## src/design/rmil_pkg.sv

```systemverilog
// ----------------------------------------------------------------------------
// rmil_pkg
// Shared types and codes for the row-major index linearizer.
// ----------------------------------------------------------------------------
package rmil_pkg;

	localparam int NUM_LANES = 4;
	localparam int IDX_W     = 16;
	localparam int OFF_W     = 64;

	typedef enum logic [2:0] {
		ST_OK         = 3'd0,
		ST_SHAPE_ZERO = 3'd1,
		ST_INDEX_ZERO = 3'd2,
		ST_RANK_MISM  = 3'd3,
		ST_OUT_BOUNDS = 3'd4,
		ST_OFF_LARGE  = 3'd5
	} status_t;

	typedef enum logic [2:0] {
		REG_RANK  = 3'd0,
		REG_DIM_0 = 3'd1,
		REG_DIM_1 = 3'd2,
		REG_DIM_2 = 3'd3,
		REG_DIM_3 = 3'd4
	} reg_idx_t;

	localparam logic CMD_TO_OFFSET = 1'b0;
	localparam logic CMD_TO_INDEX  = 1'b1;

	typedef struct packed {
		logic        command;
		logic [2:0]  index_rank;
		logic [15:0] index_0;
		logic [15:0] index_1;
		logic [15:0] index_2;
		logic [15:0] index_3;
		logic [63:0] offset_in;
	} req_t;

	typedef struct packed {
		logic [2:0]  status;
		logic [63:0] offset_out;
		logic [15:0] result_index_0;
		logic [15:0] result_index_1;
		logic [15:0] result_index_2;
		logic [15:0] result_index_3;
	} rsp_t;

	typedef struct packed {
		status_t           status;
		logic              cmd;
		logic [OFF_W-1:0]  offset;
	} meta_t;

	typedef struct packed {
		meta_t                             meta;
		logic [OFF_W-1:0]                  rem;
		logic [NUM_LANES-1:0][IDX_W-1:0]   res;
	} lane_t;

endpackage

```

## src/design/rmil_stride.sv

```systemverilog
// ----------------------------------------------------------------------------
// rmil_stride
// Registered stride and total size of the configured shape.
// ----------------------------------------------------------------------------
module rmil_stride (
	input  logic                                          clk,
	input  logic                                          arst_n,
	input  logic [2:0]                                    srank,
	input  logic [rmil_pkg::NUM_LANES-1:0][rmil_pkg::IDX_W-1:0] dim,
	output logic [rmil_pkg::NUM_LANES-1:0][rmil_pkg::OFF_W-1:0] stride,
	output logic [rmil_pkg::OFF_W-1:0]                    size
);
	import rmil_pkg::*;

	logic [NUM_LANES-1:0][OFF_W-1:0] stride_q;
	logic [OFF_W-1:0]                size_q;

	// each stride settles in the cycle after the one above it
	for (genvar d = 0; d < NUM_LANES; d++) begin : g_str
		if (d == NUM_LANES - 1) begin : g_last
			always_ff @(posedge clk or negedge arst_n) begin
				if (!arst_n) begin
					stride_q[d] <= '0;
				end else begin
					stride_q[d] <= (3'(d) == srank - 3'd1) ? OFF_W'(1) : '0;
				end
			end
		end else begin : g_mid
			always_ff @(posedge clk or negedge arst_n) begin
				if (!arst_n) begin
					stride_q[d] <= '0;
				end else if (3'(d) >= srank) begin
					stride_q[d] <= '0;
				end else if (3'(d) == srank - 3'd1) begin
					stride_q[d] <= OFF_W'(1);
				end else begin
					stride_q[d] <= OFF_W'(stride_q[d+1] * dim[d+1]);
				end
			end
		end
	end

	always_ff @(posedge clk or negedge arst_n) begin
		if (!arst_n) begin
			size_q <= '0;
		end else begin
			size_q <= OFF_W'(stride_q[0] * dim[0]);
		end
	end

	assign stride = stride_q;
	assign size   = size_q;

endmodule

```

## config.mk

```make
export PLATFORM = sky130hd
export DESIGN_NAME = rmil_stride
export DESIGN_NICKNAME = d
export VERILOG_FILES = /design/src/design/rmil_pkg.sv /design/src/design/rmil_stride.sv
export SDC_FILE = /design/constraint.sdc
export NUM_CORES = 2
export LEC_CHECK = 0
export BUFFER_PORTS_ARGS = -buffer_cell sky130_fd_sc_hd__buf_2
export CAP_MARGIN = 20
export CORE_UTILIZATION = 51
export DETAILED_ROUTE_END_ITERATION = 8
export GPL_ROUTABILITY_DRIVEN = 0
export PLACE_DENSITY = 0.68
export SLEW_MARGIN = 15
export SYNTH_ARGS = -nofsm -noshare
export SYNTH_HDL_FRONTEND = slang
export SYNTH_SLANG_ARGS = --single-unit
```

## constraint.sdc

```tcl
create_clock -name clk -period 12.09 [get_ports clk]
set_input_delay 3.627 -clock clk [delete_from_list [all_inputs] [get_ports clk]]
set_output_delay 3.627 -clock clk [all_outputs]
set_load 0.02 [all_outputs]
```

## Yosys cells after proc, flatten, opt, wreduce, memory -nomap -nowiden

Index checks and enable logic that the tools add are counted.

- Register bits: 257
- Memories kept: 0
- Bits in latches: 0
- Bits in read-only memories: 0
- RAM bits: 0
- Word-level logic and storage cells: 24

- $add $sub $neg: 1
- Multiply operators: 4
- Order comparisons: 3
- Bitwise gates (word level): 0
- Equality and inequality tests: 3
- Div/mod/pow operators: 0
- Multiplexer cells: 7
- Reduce and logical (&&, ||, !) cells: 1
- Shifts and indexed selects: 0

Operators with widths:

| operator | number |
|---|---|
| 2-to-1 mux 64 bit | 6 |
| multiplier 64 x 16 -> 64 bit | 3 |
| multiplier 1 x 16 -> 17 bit | 1 |
| equality test 2 x 3 -> 1 bit, first input constant | 2 |
| greater-or-equal comparator 1 x 3 -> 1 bit, first input constant | 2 |
| equality test 1 x 3 -> 1 bit, first input constant | 1 |
| greater-or-equal comparator 2 x 3 -> 1 bit, first input constant | 1 |
| logical NOT 3 bit | 1 |
| subtractor 3 x 1 -> 3 bit, second input constant | 1 |
| 2-to-1 mux 1 bit | 1 |

## Longest topological paths before layout

- Depth after elaboration: 4
- Depth in mapped cells: 26
- Gate-level depth less buffers: 24

## Worst setup path before layout

Ideal clock, no wire load.

- Kind: input-to-reg
- From: input port dim[17] in the netlist's numbering
- To: register stride_q (netlist bit stride[52])
- Path slack: 2.160 ns
- Path buffers: 3
- Cell stages on the path: 26
- Data arrival time: 9.864 ns
- Data required time: 12.024 ns
- Setup time: 0.066 ns
- Cell sequence: clkbuf_1 clkbuf_1 nand2_1 fa_1 inv_1 fa_1 inv_1 fa_1 inv_1 fa_1 fa_1 inv_1 fa_1 inv_1 ha_1 buf_6 a211o_1 a2111oi_2 nor3_1 nand3b_1 o22ai_2 o31ai_2 a41o_1 a41o_1 mux2_4 nand3_2

- Cells in the longest elaborated chain, start to end: 3

RTL lines:

| element | line | RTL |
|---|---|---|
| start, declared | rmil_stride.sv:9 | `input logic [rmil_pkg::NUM_LANES-1:0][rmil_pkg::IDX_W-1:0] dim,` |
| multiplier 64 x 16 -> 64 bit | rmil_stride.sv:37 | `stride_q[d] <= OFF_W'(stride_q[d+1] * dim[d+1]);` |
| 2-to-1 mux 64 bit | rmil_stride.sv:34 | `end else if (3'(d) == srank - 3'd1) begin` |
| 2-to-1 mux 64 bit | rmil_stride.sv:32 | `end else if (3'(d) >= srank) begin` |
| end signal, assigned by index | rmil_stride.sv:37 |  |
| end, declared | rmil_stride.sv:15 | `logic [NUM_LANES-1:0][OFF_W-1:0] stride_q;` |

No other way between the ends.

## Worst setup path in the final report

- From: input port dim[3] in the netlist's numbering
- To: register size_q[58] (netlist: size[58])

- Cells in the longest elaborated chain, start to end: 1

RTL lines:

| element | line | RTL |
|---|---|---|
| multiplier 64 x 16 -> 64 bit | rmil_stride.sv:47 | `size_q <= OFF_W'(stride_q[0] * dim[0]);` |
| end signal, assigned | rmil_stride.sv:47 |  |
| end, declared | rmil_stride.sv:16 | `logic [OFF_W-1:0] size_q;` |

No other way between the ends.

==> metrics.yaml <==
timing:
  hold_slack_ns: 0.841
  finalClockSkew_ns: 0.0250
  fin_crit_sh_pct: 89.4
  fmax_mhz: 92.5
  setup_viol: 0
  worst_slew_pin_slew_ns: 1.10
  fin_crit_ns: 10.81
  slew_headroom_pct: 26.9
  hold_viol: 0
  rsz0062_at_grt: "false"
  final.setup.tns_ns: 0
  slew_violations: 0
  final.setup.worst_slack_ns: 1.28
critical_path:
  arrival_ns: 11.22
  end_kind: "flop"
  startpoint_type: "input port"
  critPathRequiredTime_ns: 12.50
  crit_fanout: 30
  crit_type: "in2reg"
  r2r_slack_ns: 4.11
drt:
  wl_per_cell_um: 19.8
  route.detailed.drc: 0
  drt_first_pass_iters: 6
  via_per_inst: 5.40
  vias: 43200
  drt_first_iter_violations: 3403
  finalWirelength_um: 159000
  ant_nets: 0
outcome:
  status: "finished clean"
layout:
  area_delta_synth_final_pct: 4.14
  finalNonFillerCells: 8002
  diodes: 0
  layout-drive-gt1-share_pct: 5.52
  nNetsFinal: 8283
global_routing:
  grt_max_degree: 63
  grt_pass1_wl_um: 255000
  antenna_found_initial: 5
  grt_overflow: 0
  grt_pass1_vias: 46800
  grt_usage_pct: 28.6
synth:
  netlist_area_um2: 57700
  syn_avg_cell_area_um2: 8.88
  synth_top_area_share_pct: 47.5
  synthCells: 6494
  synth_most_common_cell: "inv_1"
  synthFlopType: "dfrtp_1"
  synth.largest_area_cell: "fa_1"
  synth_cell_types: 78
  async_flop_share_pct: 100
  ys_warn_count: 0
  ys_seq_area_share_pct: 7.37
  synth_edf_count: 0
  synth_seq_cells: 170
  synthTopCellsByArea: "fa_1 (48%), inv_1 (9.4%), nand2_1 (8.0%)"
  yosys-top-cells-count: "inv_1 (1441), fa_1 (1369), nand2_1 (1236)"
clock_network:
  clockRootBuffer: "clkbuf_16"
  cts_tree: "built"
  cts.repair.resized: 0
  postCtsSetupRepairBufs: 0
  cts.reportedPaths.clkPinSlew_ns: 0.08
  htreeDepth: 4
  ctsHoldBuffers: 0
  cts_max_path_buffers: 2
  clock_latency_ns: 0.55
  clock_sinks: 170
  cts_made_buffers: 17
run:
  drv_cap: 0
floorplan:
  fp.dieW_um: 338
  die_h_um: 338
  dieArea_um2: 114000
  ioPinCount: 389
  core_area_um2: 112000
  start_util_pct: 51.4
  num_rows: 123
place:
  pre_cts_ws_ns: 0.929
  dp_hpwl_um: 121000
  io_buffers: 238
  place_inst: 7969
worst_hold_path:
  hp-class: "reg2reg"
[per-layer routing]
metal | global-route usage [%] | part of all wire, % | up-vias
li1 | - | - | 18600
met1 | 37.8 | 39 | 22000
met2 | 46.7 | 47 | 2184
met3 | 6.05 | 9.8 | 387
met4 | 10.4 | 3.8 | 8
met5 | 0.375 | 0.057 | -
[cell type report]
| type | instances | area [um^2] |
|---|---|---|
| clock buffers | 17 | 425 |
| clock inverters | 15 | 200 |
| fillers | 10400 | 52300 |
| inverters | 1441 | 5410 |
| multi-input cells | 4561 | 46300 |
| flip-flops and latches | 170 | 4250 |
| well taps | 1500 | 1880 |
| repair buffers | 298 | 1660 |
[critical path: stages]
cell	delay, ns
buf_2	0.58
buf_4	0.50
nand2_1	0.12
fa_1	0.52
inv_1	0.06
fa_1	0.57
fa_1	0.46
fa_1	0.50
fa_1	0.49
inv_1	0.05
fa_1	0.47
inv_1	0.04
ha_1	0.40
nand4_1	0.20
nor4_1	0.34
o21ai_1	0.17
a2111oi_0	0.90
o2111ai_1	0.59
o211ai_1	0.34
a21oi_1	0.11
xnor2_1	0.14
[registers in the layout, summed over array words and instances (netlist names)]
signal,flops
size,64
stride,106
[through the flow]
stage	cell area [um^2]	utilization, %
floorplan	58200	-
global placement	59400	52.9
detailed placement	59400	52.9
CTS	60100	53.5
global route	60100	53.5
finish	60100	53.5
[worst paths after layout]
kind | depth (start not counted) | from | to
max in group asynchronous | 3 | arst_n | stride[10]
min in group asynchronous | 1 | arst_n | size[44]
setup reg to reg | 21 | stride[16] | size[58]
setup / recovery | 21 | dim[3] | size[58]
hold / removal | 2 | stride[0] | size[0]
hold reg to reg | 2 | stride[0] | size[0]
[placed cells by master, fill, tap and decap left out, types with 7 or more instances in the layout]
cell          n
o21ai_0      72
nor3_1       22
o21bai_1     18
ha_1        356
and2_1      549
xor2_1       48
nor2_1      137
clkbuf_16    17
buf_2       237
o211ai_1      7
a211oi_1     15
a31oi_1      21
nand2_1    1236
nand4_1      18
fa_1       1369
nor2b_1      25
xnor2_1      80
and3_1       34
a21oi_1     146
conb_1      150
buf_4        59
a21o_1       72
inv_1      1441
nand3_1      33
o21ai_1      12
dfrtp_1     170
nand2b_1     19
o21a_1       15
[kinds of logic after synthesis]
kind of cell | share of synthesized area, %
AO/OA/AOI/OAI | 5.15
XOR/XNOR | 1.94
adder cells (fa/ha/maj) | 55.2
buffers and inverters | 13.4
flip-flops | 7.37
multiplexers | 0.0607
other | 0.00650
AND/OR/NAND/NOR | 16.8
Power is left out: the tool's default activity adds up to more than one toggle a clock period on the data nets, which glitch-free logic cannot reach.
